### src/qnec_pkg.sv
// quoted newline escape codec: shared types, byte constants and token helpers
// no dependencies; imported by every module of the block
`default_nettype none

package qnec_pkg;

   localparam int unsigned MAX_TOKEN_BYTES = 8;

   localparam logic [7:0] LT_BYTE = 8'h3C;
   localparam logic [7:0] GT_BYTE = 8'h3E;
   localparam logic [7:0] CR_BYTE = 8'h0D;
   localparam logic [7:0] LF_BYTE = 8'h0A;

   localparam logic KIND_DATA = 1'b0;
   localparam logic KIND_EOS  = 1'b1;

   typedef enum logic [2:0] {
      CSR_CR_TOKEN_BYTES  = 3'd0,
      CSR_CR_TOKEN_LENGTH = 3'd1,
      CSR_LF_TOKEN_BYTES  = 3'd2,
      CSR_LF_TOKEN_LENGTH = 3'd3,
      CSR_QUOTE_BYTE      = 3'd4,
      CSR_ESCAPE_ENABLE   = 3'd5,
      CSR_UNESCAPE_ENABLE = 3'd6,
      CSR_IGNORE_QUOTES   = 3'd7
   } csr_index_type;

   typedef struct packed {
      logic       kind;
      logic [7:0] in_byte;
   } req_type;

   typedef struct packed {
      logic [7:0] out_byte;
      logic       has_byte;
      logic       last;
      logic       stream_done;
      logic       error;
   } rsp_type;

   typedef struct packed {
      logic [63:0] cr_token_bytes;
      logic [3:0]  cr_token_length;
      logic [63:0] lf_token_bytes;
      logic [3:0]  lf_token_length;
      logic [7:0]  quote_byte;
      logic        escape_enable;
      logic        unescape_enable;
      logic        ignore_quotes;
   } cfg_type;

   localparam cfg_type CFG_RESET = '{
      cr_token_bytes:  64'h0000_0000_3E52_433C,
      cr_token_length: 4'd4,
      lf_token_bytes:  64'h0000_0000_3E46_4C3C,
      lf_token_length: 4'd4,
      quote_byte:      8'h22,
      escape_enable:   1'b0,
      unescape_enable: 1'b0,
      ignore_quotes:   1'b0
   };

   // one entry per input item: [pre byte] [tok_n token bytes] [post byte],
   // or a single result without a byte
   typedef struct packed {
      logic        pre_en;
      logic [7:0]  pre_byte;
      logic [63:0] tok;
      logic [3:0]  tok_n;
      logic        post_en;
      logic [7:0]  post_byte;
      logic        no_byte;
      logic        err;
      logic        eos;
   } desc_type;

   function automatic logic [3:0] clamp_len(input logic [3:0] v);
      logic [3:0] r;
      r = v;
      if (v == 4'd0) r = 4'd1;
      if (v > 4'(MAX_TOKEN_BYTES)) r = 4'(MAX_TOKEN_BYTES);
      return r;
   endfunction

   function automatic logic [7:0] tok_at(input logic [63:0] tok, input logic [2:0] i);
      return tok[{i, 3'b000} +: 8];
   endfunction

endpackage

`default_nettype wire

### src/qnec_front.sv
// front part: quote tracking, escape and decode matching, one item per accepted cycle
// depends on qnec_pkg; emits one descriptor per item that has results
`default_nettype none

module qnec_front
   import qnec_pkg::*;
(
   input  wire logic     clock,
   input  wire logic     reset,
   input  wire logic     accept,
   input  wire req_type  req_data,
   input  wire cfg_type  cfg,
   output logic          desc_push,
   output desc_type      desc
);

   logic       inq_ff, inq_in;
   logic       run_ff, run_in;
   logic       dec_ff, dec_in;
   logic [2:0] pos_ff, pos_in;
   logic       crp_ff, crp_in;
   logic       lfp_ff, lfp_in;
   logic       one_ff, one_in;
   logic       err_ff, err_in;

   logic [7:0] b;
   logic       active;
   logic [3:0] crl, lfl, pos_next;
   logic       cr_m, lf_m, cr_done, lf_done, fail_cr, fail_lf;

   assign b        = req_data.in_byte;
   assign active   = inq_ff | cfg.ignore_quotes;
   assign crl      = clamp_len(cfg.cr_token_length);
   assign lfl      = clamp_len(cfg.lf_token_length);
   assign pos_next = {1'b0, pos_ff} + 4'd1;

   assign cr_m    = ({1'b0, pos_ff} < crl) && (tok_at(cfg.cr_token_bytes, pos_ff) == b);
   assign lf_m    = ({1'b0, pos_ff} < lfl) && (tok_at(cfg.lf_token_bytes, pos_ff) == b);
   assign cr_done = crp_ff & cr_m & (pos_next == crl);
   assign fail_cr = crp_ff & ~cr_m & ~lfp_ff;
   assign lf_done = lfp_ff & lf_m & (pos_next == lfl);
   assign fail_lf = lfp_ff & ~lf_m & ~(crp_ff & cr_m);

   always_comb begin
      inq_in = inq_ff;
      run_in = run_ff;
      dec_in = dec_ff;
      pos_in = pos_ff;
      crp_in = crp_ff;
      lfp_in = lfp_ff;
      one_in = one_ff;
      err_in = err_ff;
      desc   = '0;

      if (req_data.kind == KIND_EOS) begin
         if (dec_ff) begin
            desc.no_byte = 1'b1;
         end else if (run_ff && !err_ff) begin
            desc.post_en   = 1'b1;
            desc.post_byte = GT_BYTE;
         end else begin
            desc.no_byte = 1'b1;
         end
         desc.err = err_ff | dec_ff;
         desc.eos = 1'b1;
         // stream state back to reset
         inq_in = 1'b0;
         run_in = 1'b0;
         dec_in = 1'b0;
         pos_in = 3'd0;
         crp_in = 1'b1;
         lfp_in = 1'b1;
         one_in = 1'b0;
         err_in = 1'b0;
      end else if (err_ff) begin
         desc.no_byte = 1'b1;
         desc.err     = 1'b1;
      end else begin
         if (dec_ff) begin
            if (b == GT_BYTE && one_ff && pos_ff == 3'd0) begin
               dec_in = 1'b0;
               pos_in = 3'd0;
               crp_in = 1'b1;
               lfp_in = 1'b1;
               one_in = 1'b0;
            end else if (cr_done || (!fail_cr && !fail_lf && lf_done)) begin
               desc.post_en   = 1'b1;
               desc.post_byte = cr_done ? CR_BYTE : LF_BYTE;
               pos_in = 3'd0;
               crp_in = 1'b1;
               lfp_in = 1'b1;
               one_in = 1'b1;
            end else if (fail_cr || fail_lf) begin
               if (one_ff) begin
                  err_in       = 1'b1;
                  desc.no_byte = 1'b1;
               end else begin
                  desc.pre_en    = 1'b1;
                  desc.pre_byte  = LT_BYTE;
                  desc.tok       = fail_cr ? cfg.cr_token_bytes : cfg.lf_token_bytes;
                  desc.tok_n     = {1'b0, pos_ff};
                  desc.post_en   = 1'b1;
                  desc.post_byte = b;
               end
               dec_in = 1'b0;
               pos_in = 3'd0;
               crp_in = 1'b1;
               lfp_in = 1'b1;
               one_in = 1'b0;
            end else begin
               crp_in = crp_ff & cr_m;
               lfp_in = lfp_ff & lf_m;
               pos_in = pos_next[2:0];
            end
         end else if (b == LT_BYTE) begin
            desc.pre_en   = run_ff;
            desc.pre_byte = GT_BYTE;
            run_in        = 1'b0;
            if (active && cfg.unescape_enable) begin
               dec_in = 1'b1;
               pos_in = 3'd0;
               crp_in = 1'b1;
               lfp_in = 1'b1;
               one_in = 1'b0;
            end else begin
               desc.post_en   = 1'b1;
               desc.post_byte = LT_BYTE;
            end
         end else if (b == CR_BYTE || b == LF_BYTE) begin
            if (active && cfg.escape_enable) begin
               desc.pre_en   = ~run_ff;
               desc.pre_byte = LT_BYTE;
               run_in        = 1'b1;
               desc.tok      = (b == LF_BYTE) ? cfg.lf_token_bytes : cfg.cr_token_bytes;
               desc.tok_n    = (b == LF_BYTE) ? lfl : crl;
            end else begin
               desc.post_en   = 1'b1;
               desc.post_byte = b;
            end
         end else begin
            desc.pre_en    = run_ff;
            desc.pre_byte  = GT_BYTE;
            run_in         = 1'b0;
            if (b == cfg.quote_byte) inq_in = ~inq_ff;
            desc.post_en   = 1'b1;
            desc.post_byte = b;
         end
         desc.err = err_in;
      end
   end

   assign desc_push = accept &
                      (desc.pre_en | desc.post_en | desc.no_byte | (desc.tok_n != 4'd0));

   always_ff @(posedge clock) begin
      if (reset) begin
         inq_ff <= 1'b0;
         run_ff <= 1'b0;
         dec_ff <= 1'b0;
         pos_ff <= 3'd0;
         crp_ff <= 1'b1;
         lfp_ff <= 1'b1;
         one_ff <= 1'b0;
         err_ff <= 1'b0;
      end else if (accept) begin
         inq_ff <= inq_in;
         run_ff <= run_in;
         dec_ff <= dec_in;
         pos_ff <= pos_in;
         crp_ff <= crp_in;
         lfp_ff <= lfp_in;
         one_ff <= one_in;
         err_ff <= err_in;
      end
   end

endmodule

`default_nettype wire

### src/qnec_queue.sv
// short descriptor queue between front and back parts
// depends on qnec_pkg for the descriptor type
`default_nettype none

module qnec_queue
   import qnec_pkg::*;
#(
   parameter int unsigned DEPTH = 4
)
(
   input  wire logic     clock,
   input  wire logic     reset,
   input  wire logic     wr_en,
   input  wire desc_type wr_data,
   input  wire logic     rd_en,
   output logic          full,
   output logic          rd_valid,
   output desc_type      rd_data
);

   localparam int unsigned PTR_W = (DEPTH > 1) ? $clog2(DEPTH) : 1;
   localparam int unsigned CNT_W = $clog2(DEPTH + 1);

   desc_type             mem_ff [DEPTH];
   logic [PTR_W-1:0]     wr_ptr_ff, wr_ptr_in;
   logic [PTR_W-1:0]     rd_ptr_ff, rd_ptr_in;
   logic [CNT_W-1:0]     count_ff, count_in;

   assign full     = (count_ff == CNT_W'(DEPTH));
   assign rd_valid = (count_ff != '0);
   assign rd_data  = mem_ff[rd_ptr_ff];

   always_comb begin
      wr_ptr_in = wr_ptr_ff;
      rd_ptr_in = rd_ptr_ff;
      count_in  = count_ff;
      if (wr_en) begin
         wr_ptr_in = (wr_ptr_ff == PTR_W'(DEPTH - 1)) ? '0 : wr_ptr_ff + 1'b1;
      end
      if (rd_en) begin
         rd_ptr_in = (rd_ptr_ff == PTR_W'(DEPTH - 1)) ? '0 : rd_ptr_ff + 1'b1;
      end
      if (wr_en && !rd_en) count_in = count_ff + 1'b1;
      if (!wr_en && rd_en) count_in = count_ff - 1'b1;
   end

   always_ff @(posedge clock) begin
      if (reset) begin
         wr_ptr_ff <= '0;
         rd_ptr_ff <= '0;
         count_ff  <= '0;
      end else begin
         wr_ptr_ff <= wr_ptr_in;
         rd_ptr_ff <= rd_ptr_in;
         count_ff  <= count_in;
      end
   end

   always_ff @(posedge clock) begin
      if (wr_en) mem_ff[wr_ptr_ff] <= wr_data;
   end

endmodule

`default_nettype wire

### src/qnec_back.sv
// back part: expands one descriptor into result beats, one beat per cycle while the output register is empty or popped
// depends on qnec_pkg; holds the registered result beat
`default_nettype none

module qnec_back
   import qnec_pkg::*;
(
   input  wire logic     clock,
   input  wire logic     reset,
   input  wire logic     q_valid,
   input  wire desc_type q_head,
   input  wire logic     pop,
   output logic          q_pop,
   output logic          rsp_valid,
   output rsp_type       rsp_data
);

   logic [3:0] beat_ff, beat_in;
   logic       rsp_valid_ff, rsp_valid_in;
   rsp_type    rsp_ff, rsp_in;

   logic [3:0] len, t;
   logic       advance, is_last;

   assign len     = q_head.no_byte ? 4'd1
                    : 4'({3'b000, q_head.pre_en}) + q_head.tok_n + {3'b000, q_head.post_en};
   assign t       = beat_ff - {3'b000, q_head.pre_en};
   assign is_last = (beat_ff == len - 4'd1);
   assign advance = q_valid & (~rsp_valid_ff | pop);
   assign q_pop   = advance & is_last;

   always_comb begin
      rsp_in       = rsp_ff;
      rsp_valid_in = rsp_valid_ff;
      beat_in      = beat_ff;
      if (pop) rsp_valid_in = 1'b0;
      if (advance) begin
         rsp_valid_in = 1'b1;
         beat_in      = is_last ? 4'd0 : beat_ff + 4'd1;
         rsp_in.has_byte    = ~q_head.no_byte;
         rsp_in.last        = is_last;
         rsp_in.stream_done = is_last & q_head.eos;
         rsp_in.error       = q_head.err;
         if (q_head.no_byte) begin
            rsp_in.out_byte = 8'd0;
         end else if (q_head.pre_en && beat_ff == 4'd0) begin
            rsp_in.out_byte = q_head.pre_byte;
         end else if (t < q_head.tok_n) begin
            rsp_in.out_byte = tok_at(q_head.tok, t[2:0]);
         end else begin
            rsp_in.out_byte = q_head.post_byte;
         end
      end
   end

   always_ff @(posedge clock) begin
      if (reset) begin
         beat_ff      <= 4'd0;
         rsp_valid_ff <= 1'b0;
      end else begin
         beat_ff      <= beat_in;
         rsp_valid_ff <= rsp_valid_in;
      end
   end

   always_ff @(posedge clock) begin
      rsp_ff <= rsp_in;
   end

   assign rsp_valid = rsp_valid_ff;
   assign rsp_data  = rsp_ff;

endmodule

`default_nettype wire

### src/quoted_newline_escape_codec.sv
// top level of the quoted newline escape codec: config registers and wiring
// depends on qnec_pkg, qnec_front, qnec_queue and qnec_back
`default_nettype none

// The codec takes one stream beat per cycle (data byte or end of stream) and
// writes result beats to a queue-style output. Inside quoted sections, or
// everywhere with ignore_quotes, raw CR/LF runs can be written as '<' plus
// token bytes plus a closing '>', and such token runs can be decoded back.
// The front stage classifies and matches each input beat combinationally
// and hands a descriptor to a QUEUE_DEPTH-entry queue; the back stage turns
// each descriptor into 1 to 9 result beats at one beat per cycle while they
// are popped. Input beats that make no result (bytes taken into a decode)
// write no descriptor. Input accepts one beat per cycle as long as the queue
// has room, so the sustained rate, while results are popped, is one result
// beat per cycle, set by the back stage's single output register: an input
// beat that makes n results occupies the back stage for n result beats, and
// one that makes none costs it nothing. With the queue and the output
// register empty, the first result beat goes through the queue and then the
// output register to the result ports. Configuration writes are always taken
// (ready is tied high) and must only happen while idle.

module quoted_newline_escape_codec
   import qnec_pkg::*;
#(
   parameter int unsigned QUEUE_DEPTH = 4
)
(
   input  wire logic        clock,
   input  wire logic        reset,

   // input beats
   input  wire logic        push,
   output logic             full,
   input  wire req_type     req_data,

   // result beats
   output logic             empty,
   input  wire logic        pop,
   output rsp_type          rsp_data,

   // register writes
   input  wire logic        valid,
   output logic             ready,
   input  wire logic [2:0]  csr_index,
   input  wire logic [63:0] csr_wdata
);

   cfg_type  cfg_ff, cfg_in;
   logic     accept;
   logic     q_push, q_full, q_valid, q_pop;
   desc_type q_wr_data, q_head;
   logic     rsp_valid;

   // register file; tied ready, writes land at once
   assign ready = 1'b1;

   always_comb begin
      cfg_in = cfg_ff;
      if (valid) begin
         case (csr_index_type'(csr_index))
            CSR_CR_TOKEN_BYTES:  cfg_in.cr_token_bytes  = csr_wdata;
            CSR_CR_TOKEN_LENGTH: cfg_in.cr_token_length = csr_wdata[3:0];
            CSR_LF_TOKEN_BYTES:  cfg_in.lf_token_bytes  = csr_wdata;
            CSR_LF_TOKEN_LENGTH: cfg_in.lf_token_length = csr_wdata[3:0];
            CSR_QUOTE_BYTE:      cfg_in.quote_byte      = csr_wdata[7:0];
            CSR_ESCAPE_ENABLE:   cfg_in.escape_enable   = csr_wdata[0];
            CSR_UNESCAPE_ENABLE: cfg_in.unescape_enable = csr_wdata[0];
            CSR_IGNORE_QUOTES:   cfg_in.ignore_quotes   = csr_wdata[0];
            default:             cfg_in = cfg_ff;
         endcase
      end
   end

   always_ff @(posedge clock) begin
      if (reset) begin
         cfg_ff <= CFG_RESET;
      end else begin
         cfg_ff <= cfg_in;
      end
   end

   // input side stalls only on a full descriptor queue
   assign full   = q_full;
   assign accept = push & ~q_full;

   qnec_front u_front (
      .clock     (clock),
      .reset     (reset),
      .accept    (accept),
      .req_data  (req_data),
      .cfg       (cfg_ff),
      .desc_push (q_push),
      .desc      (q_wr_data)
   );

   qnec_queue #(
      .DEPTH (QUEUE_DEPTH)
   ) u_queue (
      .clock    (clock),
      .reset    (reset),
      .wr_en    (q_push),
      .wr_data  (q_wr_data),
      .rd_en    (q_pop),
      .full     (q_full),
      .rd_valid (q_valid),
      .rd_data  (q_head)
   );

   // back stage expands descriptors into beats behind the output register
   qnec_back u_back (
      .clock     (clock),
      .reset     (reset),
      .q_valid   (q_valid),
      .q_head    (q_head),
      .pop       (pop & ~empty),
      .q_pop     (q_pop),
      .rsp_valid (rsp_valid),
      .rsp_data  (rsp_data)
   );

   assign empty = ~rsp_valid;

`ifndef ASSERT_OFF
   a_no_push_when_full: assert property (@(posedge clock) disable iff (reset)
      q_push |-> !q_full)
      else $error("descriptor written into full queue");

   a_done_is_last: assert property (@(posedge clock) disable iff (reset)
      (!empty && rsp_data.stream_done) |-> rsp_data.last)
      else $error("stream done beat is not the last beat of its item");

   a_no_byte_alone: assert property (@(posedge clock) disable iff (reset)
      (!empty && !rsp_data.has_byte) |-> rsp_data.last)
      else $error("beat without byte is not the only beat of its item");

   a_empty_after_reset: assert property (@(posedge clock)
      reset |=> empty)
      else $error("result beat present right after reset");
`endif

endmodule

`default_nettype wire
### config.mk
export PLATFORM = sky130hd
export DESIGN_NAME = quoted_newline_escape_codec
export DESIGN_NICKNAME = d
export VERILOG_FILES = /design/src/qnec_pkg.sv /design/src/qnec_front.sv /design/src/qnec_queue.sv /design/src/qnec_back.sv /design/src/quoted_newline_escape_codec.sv
export SDC_FILE = /design/constraint.sdc
export NUM_CORES = 1
export LEC_CHECK = 0
export BUFFER_PORTS_ARGS = -buffer_cell sky130_fd_sc_hd__buf_2
export CELL_PAD_IN_SITES_DETAIL_PLACEMENT = 0
export CELL_PAD_IN_SITES_GLOBAL_PLACEMENT = 1
export CORE_ASPECT_RATIO = 0.7
export CORE_UTILIZATION = 40
export CTS_BUF_LIST = sky130_fd_sc_hd__clkbuf_4
export CTS_CLUSTER_DIAMETER = 100
export DETAILED_ROUTE_END_ITERATION = 6
export GPL_TIMING_DRIVEN = 0
export PLACE_DENSITY = 0.66
export SYNTH_ARGS = -nofsm -noshare
export SYNTH_HDL_FRONTEND = slang
export SYNTH_SLANG_ARGS = --single-unit
### constraint.sdc
create_clock -name clock -period 8.3 [get_ports clock]
set_clock_uncertainty 0.15 [all_clocks]
set_input_delay 0.415 -clock clock [delete_from_list [all_inputs] [get_ports clock]]
set_output_delay 0.415 -clock clock [all_outputs]
set_load 0.05 [all_outputs]
==> results.cfg <==
[outcome]
status = finished, final reports clean

[timing]
max_freq_mhz = 133
worst_pin_slew_ps = 1340
fin_crit_sh_pct = 90.8
tns_ps = 0
finalMaxSlewViolations = 0
fin_crit_ps = 7530
rsz0062_at_grt = no
setup_viol = 0
max-slew-margin-rel_pct = 9.91
finalHoldViolations = 0

[logic_synthesis]
syn_area_per_cell_um2 = 12.8
yosysSeqAreaShare_pct = 60.6
ys_warn_count = 0
synth_edf_count = 344
synthFlopType = edfxtp_1
synth_area_leaders = edfxtp_1 (46%), dfxtp_1 (15%), mux4_2 (11%)
syn-num-nets = 1878
async_flop_share_pct = 0
yosysMostFrequentCell = edfxtp_1
netlist_instances = 1772
yosys-top-cells-count = edfxtp_1 (344), nand2_1 (303), dfxtp_1 (171), a21oi_1 (136), nor2_1 (128)
yosysTopAreaCell = edfxtp_1
synth_top_cell_area_share_pct = 45.5
syn_area_mm2 = 0.0227
yosysUniqueCellTypes = 74
synth-seq-cells = 515

[drt]
finalWirelength_mm = 72.6
post_drt_wl_per_cell_um = 25.1
drt_iter0_drc = 1577
vias = 16100
route.detailed.drc = 0
antenna_left = 0
via_per_inst = 5.55
dr.pass1.iters = 6

[clock_network]
cts_tree = yes
htreeDepth = 4
clock_latency_ps = 870
cts_buffers = 131
cts_root_buf = clkbuf_4
cts_buffer_depth = 3
cts_sinks = 515
path_clk_slew_ps = 70

[finish]
multi_input_area_mm2 = 0.00833
num-fill-cells = 5014
register_area_mm2 = 0.0138
fin_nets = 2176
syn_to_final_growth_pct = 16.9
layout-drive-gt1-share_pct = 21.5
utilization_pct = 47.7

[placed_design]
io_buffers = 85
gp_congestion = 0.970
dp_hpwl_mm = 53.5

[worst_setup_path]
critPathCaptureType = flop
crit_type = reg2reg
crit_fanout = 10
crit_arrival_ps = 8150
start_kind = flop
crit_required_ps = 8910

[global_route]
gr-usage-met3_pct = 8.99
first_global_vias = 15600
grt_overflow = 0
grtUsageMet2_pct = 34.5
use_met1_pct = 38.0
grt_max_degree = 49
grt_usage_pct = 25.4
grt_pass1_wl_mm = 105
antenna_found_initial = 8
top_usage_layer = met1

[min_path]
hold_path_class = in2reg

[power_and_ir_drop]
p_leak_uw = 0.00895
p_per_area_mw_per_mm2 = 252
ir_worst_vdd_uv = 100

[floorplan]
ios = 96
die-area_mm2 = 0.0577
die_w_um = 287
start_util_pct = 40.8
rows = 72
core_area_mm2 = 0.0556
die_y_um = 201

[run]
max_cap_violations = 0
-- stage by stage --
stage	area [um2]	std cells	worst slack [ps]	hold slack, ps	power (uW)
2_1_floorplan	22700	1772	2440	295	4140
3_3_place_gp	24000	2597	668	312	4600
3_5_place_dp	24200	2603	664	317	4630
4_1_cts	26500	2896	572	24.7	6750
5_1_grt	26500	2897	159	28.8	7000
6_report	26500	2897	766	126	6680
-- power by group --
part,internal (uW),leakage (uW),total [uW],switching (uW)
sequential,2920,0.00441,2980,68.5
clock,1060,0.000946,2100,1040
combinational,672,0.00360,1590,918
total,4650,0.00895,6680,2030
-- registers in the layout, summed over array words and instances, names as in the netlist, named ones only --
| signal | cells |
|---|---|
| u_queue.mem_ff | 332 |
| u_queue.count_ff | 3 |
| u_back.rsp_valid | 1 |
| u_front.crp_ff | 1 |
| u_front.inq_ff | 1 |
| u_front.dec_ff | 1 |
| u_front.run_ff | 1 |
| u_back.beat_ff | 4 |
| u_front.pos_ff | 3 |
| u_front.err_ff | 1 |
| u_front.lfp_ff | 1 |
| u_queue.wr_ptr_ff | 2 |
| u_front.one_ff | 1 |
| u_queue.rd_ptr_ff | 2 |
| cfg_ff | 147 |
| u_back.rsp_data | 12 |
-- worst paths after layout --
path,startpoint,endpoint,slack [ps],cells past startpoint
worst max-delay path,flop,u_queue.count_ff[2]$_SDFFE_PP0P_,770,21
worst min-delay path,req_data[7],u_queue.mem_ff[0][10]$_DFFE_PP_,130,3
worst max register to register,flop,u_queue.count_ff[2]$_SDFFE_PP0P_,770,21
worst min register to register,cfg_ff[9]$_SDFFE_PP0P_,cfg_ff[9]$_SDFFE_PP0P_,320,2
-- worst max-delay path: stages, from the launching register on --
cell	delay (ps)
dfxtp_1	340
clkbuf_1	580
buf_1	620
clkbuf_1	580
clkbuf_1	560
mux4_2	450
fa_1	460
ha_1	350
or4_1	510
o21ai_0	100
or3_1	130
a21oi_1	70
xor2_1	160
nor4_1	670
and2_1	210
buf_2	210
ha_1	230
inv_1	60
fa_1	380
xor2_1	150
or3_1	300
a21oi_1	130
-- area by class of cell --
type | instances | area share [%]
clock inverter | 28 | 0.590
tap | 740 | 3.49
inverter | 29 | 0.410
timing repair buffer | 165 | 4.91
clock buffer | 191 | 5.41
antenna | 1 | 0.00943
buffer | 118 | 1.93
sequential | 515 | 51.8
multi-input combinational | 1110 | 31.4
-- layout by cell type, fill, tap and decap left out, types with 74 or more instances in the layout --
| master | n |
|---|---|
| a22oi_1 | 85 |
| dfxtp_1 | 171 |
| edfxtp_1 | 344 |
| clkbuf_4 | 191 |
| a21oi_1 | 135 |
| dlygate4sd3_1 | 74 |
| buf_2 | 96 |
| nor2_1 | 128 |
| nand2_1 | 303 |
| mux4_2 | 111 |
| clkbuf_1 | 87 |
-- metal layers --
layer	up-vias	share of wire [%]
met5	-	0.27
met4	14	1.6
met3	112	9.5
met2	665	41
met1	8006	47
li1	7281	-
-- cells by family after synthesis --
kind of cell / Yosys count / share of synthesized area [%]
buf+inv: 147 / 2.74
compound gates: 294 / 8.33
xor+xnor: 33 / 1.27
flops: 515 / 60.6
simple gates: 573 / 11.3
other cells: 1 / 0.0165
mux: 184 / 14.3
fa+ha+maj: 25 / 1.45
-- repair_timing --
item,CTS,global route
buffers inserted,0,0
setup endpoints to repair,0,0
endpoints found under the hold margin,172,0
resized for setup,0,0
hold buffers,74,0
Note: power is estimated with default switching activity, not from simulation.
